`src/rtl/sc2a_pkg.sv`:
```
`default_nettype none

package sc2a_pkg;

  localparam int FIFO_DEPTH = 256;
  localparam int PTR_W      = $clog2(FIFO_DEPTH);
  localparam int CHAR_W     = 7;
  localparam int CODE_W     = 8;
  localparam int MAP_LEN    = 60;

  localparam logic [CODE_W-1:0] CODE_LSHIFT_MAKE  = 8'h2A;
  localparam logic [CODE_W-1:0] CODE_LSHIFT_BREAK = 8'hAA;
  localparam logic [CODE_W-1:0] CODE_RSHIFT_MAKE  = 8'h36;
  localparam logic [CODE_W-1:0] CODE_RSHIFT_BREAK = 8'hB6;
  localparam logic [CODE_W-1:0] CODE_BREAK_BIT    = 8'h80;

  localparam logic FUNC_SCAN = 1'b0;
  localparam logic FUNC_READ = 1'b1;

  typedef logic [PTR_W-1:0]  ptr_t;
  typedef logic [CHAR_W-1:0] char_t;

  // Flags carried from the accepting cycle to the cycle the RAM data arrives.
  typedef struct packed {
    logic pop;
    logic not_empty;
    logic dropped;
  } stage_flags_t;

  function automatic ptr_t next_slot(input ptr_t p);
    ptr_t r;
    if (p == PTR_W'(FIFO_DEPTH - 1)) begin
      r = '0;
    end else begin
      r = p + ptr_t'(1);
    end
    return r;
  endfunction

  function automatic char_t plain_map(input logic [5:0] c);
    char_t r;
    case (c)
      6'd1:  r = 7'h1B;  6'd2:  r = 7'h31;  6'd3:  r = 7'h32;  6'd4:  r = 7'h33;
      6'd5:  r = 7'h34;  6'd6:  r = 7'h35;  6'd7:  r = 7'h36;  6'd8:  r = 7'h37;
      6'd9:  r = 7'h38;  6'd10: r = 7'h39;  6'd11: r = 7'h30;  6'd12: r = 7'h2D;
      6'd13: r = 7'h3D;  6'd14: r = 7'h08;  6'd15: r = 7'h09;  6'd16: r = 7'h71;
      6'd17: r = 7'h77;  6'd18: r = 7'h65;  6'd19: r = 7'h72;  6'd20: r = 7'h74;
      6'd21: r = 7'h79;  6'd22: r = 7'h75;  6'd23: r = 7'h69;  6'd24: r = 7'h6F;
      6'd25: r = 7'h70;  6'd26: r = 7'h5B;  6'd27: r = 7'h5D;  6'd28: r = 7'h0A;
      6'd30: r = 7'h61;  6'd31: r = 7'h73;  6'd32: r = 7'h64;  6'd33: r = 7'h66;
      6'd34: r = 7'h67;  6'd35: r = 7'h68;  6'd36: r = 7'h6A;  6'd37: r = 7'h6B;
      6'd38: r = 7'h6C;  6'd39: r = 7'h3B;  6'd40: r = 7'h27;  6'd41: r = 7'h60;
      6'd43: r = 7'h5C;  6'd44: r = 7'h7A;  6'd45: r = 7'h78;  6'd46: r = 7'h63;
      6'd47: r = 7'h76;  6'd48: r = 7'h62;  6'd49: r = 7'h6E;  6'd50: r = 7'h6D;
      6'd51: r = 7'h2C;  6'd52: r = 7'h2E;  6'd53: r = 7'h2F;  6'd55: r = 7'h2A;
      6'd57: r = 7'h20;
      default: r = '0;
    endcase
    return r;
  endfunction

  function automatic char_t shifted_map(input logic [5:0] c);
    char_t r;
    case (c)
      6'd1:  r = 7'h1B;  6'd2:  r = 7'h21;  6'd3:  r = 7'h40;  6'd4:  r = 7'h23;
      6'd5:  r = 7'h24;  6'd6:  r = 7'h25;  6'd7:  r = 7'h5E;  6'd8:  r = 7'h26;
      6'd9:  r = 7'h2A;  6'd10: r = 7'h28;  6'd11: r = 7'h29;  6'd12: r = 7'h5F;
      6'd13: r = 7'h2B;  6'd14: r = 7'h08;  6'd15: r = 7'h09;  6'd16: r = 7'h51;
      6'd17: r = 7'h57;  6'd18: r = 7'h45;  6'd19: r = 7'h52;  6'd20: r = 7'h54;
      6'd21: r = 7'h59;  6'd22: r = 7'h55;  6'd23: r = 7'h49;  6'd24: r = 7'h4F;
      6'd25: r = 7'h50;  6'd26: r = 7'h7B;  6'd27: r = 7'h7D;  6'd28: r = 7'h0A;
      6'd30: r = 7'h41;  6'd31: r = 7'h53;  6'd32: r = 7'h44;  6'd33: r = 7'h46;
      6'd34: r = 7'h47;  6'd35: r = 7'h48;  6'd36: r = 7'h4A;  6'd37: r = 7'h4B;
      6'd38: r = 7'h4C;  6'd39: r = 7'h3A;  6'd40: r = 7'h22;  6'd41: r = 7'h7E;
      6'd43: r = 7'h7C;  6'd44: r = 7'h5A;  6'd45: r = 7'h58;  6'd46: r = 7'h43;
      6'd47: r = 7'h56;  6'd48: r = 7'h42;  6'd49: r = 7'h4E;  6'd50: r = 7'h4D;
      6'd51: r = 7'h3C;  6'd52: r = 7'h3E;  6'd53: r = 7'h3F;  6'd55: r = 7'h2A;
      6'd57: r = 7'h20;
      default: r = '0;
    endcase
    return r;
  endfunction

endpackage

`default_nettype wire

```
`src/rtl/sc2a_ram.sv`:
```
`default_nettype none

module sc2a_ram #(
  parameter int WIDTH = 8,
  parameter int DEPTH = 256
) (
  input  wire logic                     clk,
  input  wire logic                     we,
  input  wire logic [$clog2(DEPTH)-1:0] waddr,
  input  wire logic [WIDTH-1:0]         wdata,
  input  wire logic                     re,
  input  wire logic [$clog2(DEPTH)-1:0] raddr,
  output logic      [WIDTH-1:0]         rdata
);

  logic [WIDTH-1:0] mem [DEPTH];

  always_ff @(posedge clk) begin
    if (we) begin
      mem[waddr] <= wdata;
    end
    if (re) begin
      rdata <= mem[raddr];
    end
  end

endmodule

`default_nettype wire

```
`src/rtl/scancode_to_ascii_fifo.sv`:
```
`default_nettype none

// Channel   Handshake            Payload
// input     in_valid / in_stall  func, scan_code
// output    out_valid / out_stall read_char, not_empty, dropped
//
// One beat is accepted per cycle while in_stall is low; its result passes through
// the RAM stage and then the output register. Pointers and the shift flag update in
// the accepting cycle; the RAM stage waits for the registered character RAM read.
// Reset clears the pointers, the shift flag and both valid bits; the RAM is not cleared.
// A stalled output holds the result register, and the input stalls only when
// both the RAM stage and the output register are full.

module scancode_to_ascii_fifo (
  input  wire logic                         clk,
  input  wire logic                         rst,
  input  wire logic                         in_valid,
  output logic                              in_stall,
  input  wire logic                         func,
  input  wire logic [sc2a_pkg::CODE_W-1:0]  scan_code,
  output logic                              out_valid,
  input  wire logic                         out_stall,
  output logic      [sc2a_pkg::CHAR_W-1:0]  read_char,
  output logic                              not_empty,
  output logic                              dropped
);

  sc2a_pkg::ptr_t         write_ptr, write_ptr_next;
  sc2a_pkg::ptr_t         read_ptr, read_ptr_next;
  logic                   shift_held, shift_held_next;
  logic                   s1_valid;
  sc2a_pkg::stage_flags_t s1_flags, s1_flags_next;
  sc2a_pkg::char_t        ram_q;
  sc2a_pkg::char_t        decoded;
  logic                   accept, s1_adv, push, full;

  assign s1_adv   = s1_valid && (!out_valid || !out_stall);
  assign in_stall = s1_valid && !s1_adv;
  assign accept   = in_valid && !in_stall;

  always_comb begin
    decoded = '0;
    if (scan_code < sc2a_pkg::CODE_W'(sc2a_pkg::MAP_LEN)) begin
      decoded = shift_held ? sc2a_pkg::shifted_map(scan_code[5:0])
                           : sc2a_pkg::plain_map(scan_code[5:0]);
    end
  end

  assign full = sc2a_pkg::next_slot(write_ptr) == read_ptr;

  always_comb begin
    write_ptr_next  = write_ptr;
    read_ptr_next   = read_ptr;
    shift_held_next = shift_held;
    push            = 1'b0;
    s1_flags_next   = '0;
    if (func == sc2a_pkg::FUNC_READ) begin
      if (read_ptr != write_ptr) begin
        s1_flags_next.pop = 1'b1;
        read_ptr_next     = sc2a_pkg::next_slot(read_ptr);
      end
    end else if (scan_code == sc2a_pkg::CODE_LSHIFT_MAKE ||
                 scan_code == sc2a_pkg::CODE_RSHIFT_MAKE) begin
      shift_held_next = 1'b1;
    end else if (scan_code == sc2a_pkg::CODE_LSHIFT_BREAK ||
                 scan_code == sc2a_pkg::CODE_RSHIFT_BREAK) begin
      shift_held_next = 1'b0;
    end else if ((scan_code & sc2a_pkg::CODE_BREAK_BIT) == '0 && decoded != '0) begin
      if (!full) begin
        push           = 1'b1;
        write_ptr_next = sc2a_pkg::next_slot(write_ptr);
      end else begin
        s1_flags_next.dropped = 1'b1;
      end
    end
    s1_flags_next.not_empty = read_ptr_next != write_ptr_next;
  end

  sc2a_ram #(
    .WIDTH (sc2a_pkg::CHAR_W),
    .DEPTH (sc2a_pkg::FIFO_DEPTH)
  ) u_ram (
    .clk   (clk),
    .we    (accept && push),
    .waddr (write_ptr),
    .wdata (decoded),
    .re    (accept && s1_flags_next.pop),
    .raddr (read_ptr),
    .rdata (ram_q)
  );

  always_ff @(posedge clk) begin
    if (rst) begin
      write_ptr  <= '0;
      read_ptr   <= '0;
      shift_held <= 1'b0;
      s1_valid   <= 1'b0;
      out_valid  <= 1'b0;
    end else begin
      if (accept) begin
        write_ptr  <= write_ptr_next;
        read_ptr   <= read_ptr_next;
        shift_held <= shift_held_next;
        s1_valid   <= 1'b1;
      end else if (s1_adv) begin
        s1_valid <= 1'b0;
      end
      if (s1_adv) begin
        out_valid <= 1'b1;
      end else if (!out_stall) begin
        out_valid <= 1'b0;
      end
    end
  end

  always_ff @(posedge clk) begin
    if (accept) begin
      s1_flags <= s1_flags_next;
    end
    if (s1_adv) begin
      read_char <= s1_flags.pop ? ram_q : '0;
      not_empty <= s1_flags.not_empty;
      dropped   <= s1_flags.dropped;
    end
  end

  // A beat waiting for the output register must not be overwritten.
  a_s1_hold: assert property (@(posedge clk) disable iff (rst)
    s1_valid && out_valid && out_stall |=> s1_valid && $stable(s1_flags))
    else $error("RAM stage lost a beat while the output stalled");

  a_no_spurious_stall: assert property (@(posedge clk) disable iff (rst)
    !s1_valid |-> !in_stall)
    else $error("input stalled with an empty RAM stage");

  a_pop_advances: assert property (@(posedge clk) disable iff (rst)
    accept && s1_flags_next.pop |=> read_ptr == sc2a_pkg::next_slot($past(read_ptr)))
    else $error("read pointer did not advance on a pop");

  a_drop_only_full: assert property (@(posedge clk) disable iff (rst)
    accept && s1_flags_next.dropped |-> full && write_ptr_next == write_ptr)
    else $error("character dropped while the FIFO had room");

  a_ptr_range: assert property (@(posedge clk) disable iff (rst)
    (sc2a_pkg::PTR_W+1)'(write_ptr) < (sc2a_pkg::PTR_W+1)'(sc2a_pkg::FIFO_DEPTH))
    else $error("write pointer out of range");

endmodule

`default_nettype wire
```
`config.mk`:
```
export PLATFORM = sky130hd
export DESIGN_NAME = scancode_to_ascii_fifo
export DESIGN_NICKNAME = d
export VERILOG_FILES = /design/src/rtl/sc2a_pkg.sv /design/src/rtl/sc2a_ram.sv /design/src/rtl/scancode_to_ascii_fifo.sv
export SDC_FILE = /design/constraint.sdc
export NUM_CORES = 2
export LEC_CHECK = 0
export ABC_AREA = 1
export BUFFER_PORTS_ARGS = -buffer_cell sky130_fd_sc_hd__buf_2
export CELL_PAD_IN_SITES_DETAIL_PLACEMENT = 1
export CELL_PAD_IN_SITES_GLOBAL_PLACEMENT = 2
export CORE_MARGIN = 4
export CORE_UTILIZATION = 50
export CTS_BUF_LIST = sky130_fd_sc_hd__clkbuf_8
export CTS_CLUSTER_DIAMETER = 150
export CTS_CLUSTER_SIZE = 14
export DETAILED_ROUTE_END_ITERATION = 10
export PLACE_DENSITY = 0.93
export REMOVE_ABC_BUFFERS = 1
export SLEW_MARGIN = 20
export SYNTH_ARGS = -nofsm -noshare
export SYNTH_HDL_FRONTEND = slang
export SYNTH_SLANG_ARGS = --single-unit
```
`constraint.sdc`:
```
create_clock -name clk -period 22.6 [get_ports clk]
set_input_delay 2.26 -clock clk [delete_from_list [all_inputs] [get_ports clk]]
set_output_delay 2.26 -clock clk [all_outputs]
set_load 0.005 [all_outputs]
```
# ---- Word level (Yosys, flattened, before mapping)
# Memories as Yosys holds them, arrays and structs flattened. A register that Yosys moved wholly into a read port is not among the register bits.
# Cells that the tools add are included.
dict set report classes {
  addsub 2
  eq_ne 10
  n_reduce_logical 19
  n_lt_le_gt_ge 1
  bitwise 2
  muxes 27
}
# operator count
set ops {}
lappend ops {{8-bit two-way mux} 9}
lappend ops {{8-bit == test (second input constant)} 4}
lappend ops {{8-bit by 1-bit adder with 8-bit output (second input constant)} 2}
lappend ops {{8-bit by 6-bit == test with 1-bit output (second input constant)} 2}
lappend ops {{1-bit two-way mux} 16}
lappend ops {{8-bit inequality test} 2}
lappend ops {{7-bit two-way mux} 2}
lappend ops {{8-bit == test} 1}
lappend ops {{8-bit logical NOT} 1}
lappend ops {{8-bit by 6-bit < comparator with 1-bit output (second input constant)} 1}
lappend ops {{7-bit nonzero test} 1}
lappend ops {{1-bit logical AND} 6}
lappend ops {{1-bit logical NOT} 4}
lappend ops {{2-bit nonzero test} 2}
lappend ops {{4-bit OR reduction} 1}
lappend ops {{1-bit logical OR} 3}
lappend ops {{3-bit AND reduction} 1}
lappend ops {{2-bit by 1-bit inequality test with 1-bit output (second input constant)} 1}
lappend ops {{1-bit NOT} 2}
dict set report totals {
  n_memories 3
  mem_bits_rw 1792
  reg_bits 31
  mem_bits_ro 896
  wordCells 75
}
# name words width rd rd_ports_with_merged_regs wr line_no
set memory_table {}
lappend memory_table {u_ram.mem 256 7 1 1 1 sc2a_ram.sv:16} ;# logic [WIDTH-1:0] mem [DEPTH];
lappend memory_table {{(no name shown)} 64 7 1 0 0 sc2a_pkg.sv:64} ;# case (c)
lappend memory_table {{(no name shown)} 64 7 1 0 0 sc2a_pkg.sv:42} ;# case (c)

# ---- Depth between registers and ports, before layout
# An unclocked memory read counts as a cell.
dict set report depth {
  depth_word 12
  depth_mapped 23
}

# ---- Hierarchy
# From an unflattened synthesis, not the netlist that was laid out.
dict set report hier_totals {
  cells_unflattened 6798
  hier_area_um2 76651.0
}
# mod area_each_um2 instances seq_area_each_um2 cells_each
set modules_own_cells {}
lappend modules_own_cells {sc2a_ram 73339.1 1 54021.8 6218}
lappend modules_own_cells {scancode_to_ascii_fifo 3311.9 1 740.7 580}

# ---- Worst setup path before layout
# Ideal clock, no wire load.
dict set report synth_path {
  path_kind {input-to-reg}
  start {input port scan_code[1] (netlist bit)}
  end {memory u_ram.mem[192][0] (netlist bit), enable pin}
  required_time_ns 22.210
  n_path_buf 1
  path_slack_ns 13.579
  t_arrival_ns 8.630
  stages 15
  setup_time_ns 0.390
  path_cell_list {inv_1 -> ha_1 -> nand2_1 -> nand3_1 -> o21ai_1 -> o21ai_1 -> nand2_1 -> nor2_2 -> nor2_1 -> nand2_1 -> nand2_4 -> nor2_8 -> buf_2 -> nand3_1 -> nor4_1}
}
dict set report synth_between {
  elab_chain_cells 12
  elab_cells_between_ends 20
  classes_between {1 x order compare; 4 x eq/ne; 8 x mux; 5 x reduce/logical; 2 x memory}
}
# item line_no
set synth_lines {}
lappend synth_lines {{start: declaration} scancode_to_ascii_fifo.sv:20} ;# input wire logic [sc2a_pkg::CODE_W-1:0] scan_code,
lappend synth_lines {{memory 64 x 7 bit (on tied branches)} n/a}
lappend synth_lines {{7-bit two-way mux} scancode_to_ascii_fifo.sv:44} ;# decoded = shift_held ? sc2a_pkg::shifted_map(scan_code[5:0])
lappend synth_lines {{7-bit two-way mux (*)} scancode_to_ascii_fifo.sv:43} ;# if (scan_code < sc2a_pkg::CODE_W'(sc2a_pkg::MAP_LEN)) begin
lappend synth_lines {{net decoded[5]} scancode_to_ascii_fifo.sv:34} ;# sc2a_pkg::char_t decoded;
lappend synth_lines {{7-bit nonzero test (*)} scancode_to_ascii_fifo.sv:68} ;# end else if ((scan_code & sc2a_pkg::CODE_BREAK_BIT) == '0 && decoded != '0) begin
lappend synth_lines {{1-bit logical AND (*)} scancode_to_ascii_fifo.sv:68}
lappend synth_lines {{1-bit two-way mux (*)} scancode_to_ascii_fifo.sv:68}
lappend synth_lines {{1-bit two-way mux (*)} scancode_to_ascii_fifo.sv:65} ;# end else if (scan_code == sc2a_pkg::CODE_LSHIFT_BREAK ||
lappend synth_lines {{1-bit two-way mux (*)} scancode_to_ascii_fifo.sv:62} ;# end else if (scan_code == sc2a_pkg::CODE_LSHIFT_MAKE ||
lappend synth_lines {{1-bit two-way mux (*)} scancode_to_ascii_fifo.sv:57} ;# if (func == sc2a_pkg::FUNC_READ) begin
lappend synth_lines {{1-bit logical AND (*)} scancode_to_ascii_fifo.sv:84} ;# .we (accept && push),
lappend synth_lines {{1-bit two-way mux (*)} sc2a_ram.sv:19} ;# if (we) begin
lappend synth_lines {{1-bit two-way mux (implied by the code) (*)} sc2a_ram.sv:20} ;# mem[waddr] <= wdata;
lappend synth_lines {{end: declaration} sc2a_ram.sv:16}
# Mark *: on every way through the listed nets, which the timed path passes. The rest lies on a longest branch.

# ---- Worst setup path in the final report
dict set report layout_path {
  start {input port scan_code[2] (netlist bit)}
  end {memory u_ram.mem[148][0] (netlist bit), enable pin}
}
# Same word-level chain as after synthesis.

==> results.tsv <==
metric	value	unit
Worst Slack Setup Final	15.13	ns
TNS Setup	0	ns
leading area contributor after synthesis	edfxtp_1	
Ports	24	
crit-path max cell delay	0.75	ns
PD cells	78.98	nW/um^2
Worst-Margin Slew	1.137	ns
Hold Crit Class	flop to flop	
Post-Syn Instances	5906	
CTS tree	done	
CP max stage cell	nor2_1	
postcts setup bufs	0	
sequential element share of the synthesized area	74.02	%
IO Port Bufs	23	
first-pass GRT wire length	340800	um
PostCTS Resize Cnt	0	
critical path type	input port to flop	
DR DRC count	0	
wire per inst	30.45	um
total gr overflow	0	
run status	completed	
Critical Path Start Type	input port	
dpl ws	14.32	ns
Slew headroom	23.63	%
fillers	14565	
GPL Wtd Cong	0.8881	
Detail Placement HPWL	137600	um
Root Buffer	clkbuf_8	
count leader, synth	edfxtp_1	
Synth top cells by count	edfxtp_1 (1811), nor2_1 (1187), o21ai_0 (927), nand2_1 (430), clkbuf_1 (395)	
min Tclk post-route	7.474	ns
final slew viol count	0	
CP Capture Type	flop	
ANT nets after route	0	
asr flop ratio synth	0	%
max cap viols	0	
clk sinks	1830	
Chip Width	392.7	um
RSZ-0062 raised after global routing	no	
total track usage	30.02	%
P&R area growth vs syn	5.337	%
Synth Flop Type	edfxtp_1	
final setup vio count	0	
final cycle utilization of the critical path	33.07	%
Vias/cell	6.560	
std cell rows	140	
via count of the first global-routing pass	51501	
die area	154200	sq um
Clock transition at path regs	0.10	ns
CP Cell Sequence	buf_2, inv_2, ha_1, nand3_1, a21oi_1, o21ai_1, nand2_1, nor2_4, buf_4, nor2_1, nand2_1, nand2_4, nor2_8, inv_2, nor2_1, nand2_1, nor2_1	
Die Span Y	392.7	um
antenna violations before repair	10	
flops & latches, synth	1830	
syn avg cell area	12.53	sq um
Post-Route WL	233600	um
Initial Util	50.58	%
mapped cell area	73980	sq um
largest cells by area after synthesis	edfxtp_1 (74%), o21ai_0 (6.3%), nor2_1 (6.0%), o22ai_1 (2.3%), nand2_1 (2.2%)	
CTS Hold Bufs	0	
Distinct cells, synth	39	
post-layout util	53.28	%
htree depth	4	
routed vias	50327	
area post-placement	75590	sq um
Max Clk Rate	0.1338	GHz
final hold vios	0	
largest net degree at the start of global routing	233	
drt pass-1 iters	6	
Worst IR Drop VDD	70.61	uV
share of post-route cells with drive strength above 1	5.322	%
Num CTS Buffers	148	
worst skew pair latency	0.97	ns
WP data arrival	8.05	ns
final instance area	77930	sq um
final net count	5742	
Crit Path Max Fanout	64	
DRT iter0 DRCs	7440	
Leak	0.02469	uW
clock buffer depth	3	
CORE AREA	146300	sq um
Worst Skew	0.06460	ns
Critical Path RT	23.18	ns
Yosys top cell area share	73.50	%
Yosys Warn Count	0	
EDFF count, synth	1811	
==> per-layer routing <==
metal  vias up  share of wire, %  track usage [%]
met2      2833                47            48.62
met5         -             0.015                0
met4         6               5.0            13.66
met3       619               9.4            6.326
met1     25491                38            39.27
li1      21378                 -                -
==> area by class of cell <==
| class | count | area [sq um] | area share (%) |
|---|---|---|---|
| timing repair buffer | 90 | 718.2 | 0.9215 |
| inverter | 99 | 437.9 | 0.5619 |
| antenna | 5 | 12.51 | 0.01605 |
| clock inverter | 36 | 202.7 | 0.2601 |
| sequential | 1830 | 54780 | 70.28 |
| tap | 1917 | 2399 | 3.078 |
| multi-input combinational | 3541 | 17270 | 22.16 |
| clock buffer | 154 | 2120 | 2.720 |
==> worst max-delay path, delay by kind of cell <==
family | cells | cell delay (ns)
AO/OA/AOI/OAI | 2 | 0.22
adder cells (fa/ha/maj) | 1 | 0.36
buffers and inverters | 4 | 1.79
AND/OR/NAND/NOR | 10 | 3.39
==> placed cells by master (no fill, tap or decap), drive strengths merged, types with 90 or more instances in the layout <==
master,count
inv,126
nand3,273
o221ai,174
o21ai,936
nand2,432
clkbuf,154
edfxtp,1811
nor2,1192
buf,90
o22ai,275
==> metrics by stage <==
stage | hold WS (ns) | total power [uW] | cells
floorplan | 0.4003 | 4259 | 5470
global placement | 0.4066 | 4492 | 7477
detailed placement | 0.4235 | 4514 | 7477
CTS | 0.4458 | 6154 | 7667
global route | 0.4739 | 6360 | 7670
finish | 0.4523 | 6155 | 7672
==> state kept, by name, indices dropped and copies added, names as in the netlist <==
name         cells
write_ptr        8
read_char        7
u_ram.mem     1792
not_empty        1
dropped          1
out_valid        1
u_ram.rdata      7
shift_held       1
s1_valid         1
read_ptr         8
s1_flags         3
==> cells by family after synthesis <==
family | Yosys count | synth area share [%]
AOI/OAI and AO/OA | 1542 | 12.03
xor gates and xnor gates | 9 | 0.1065
adders and majority gates | 19 | 0.3213
buffers and inverters | 535 | 2.772
DFF | 1830 | 74.02
and+or+nand+nor | 1971 | 10.75
==> worst paths after layout <==
path	slack (ns)	start	to	depth (start not counted)
max	15.13	scan_code[2]	u_ram.mem[148][0]	17
max reg2reg	16.65	read_ptr[2]	u_ram.mem[148][0]	14
min	0.45	s1_flags[1]	not_empty	0
min reg2reg	0.45	s1_flags[1]	not_empty	0
==> where the power goes <==
| part | internal [uW] | switching [uW] |
|---|---|---|
| registers | 3730 | 19.6 |
| logic | 159 | 548 |
| clock network | 632 | 1060 |
No activity file was read; power rests on OpenSTA's default activity.
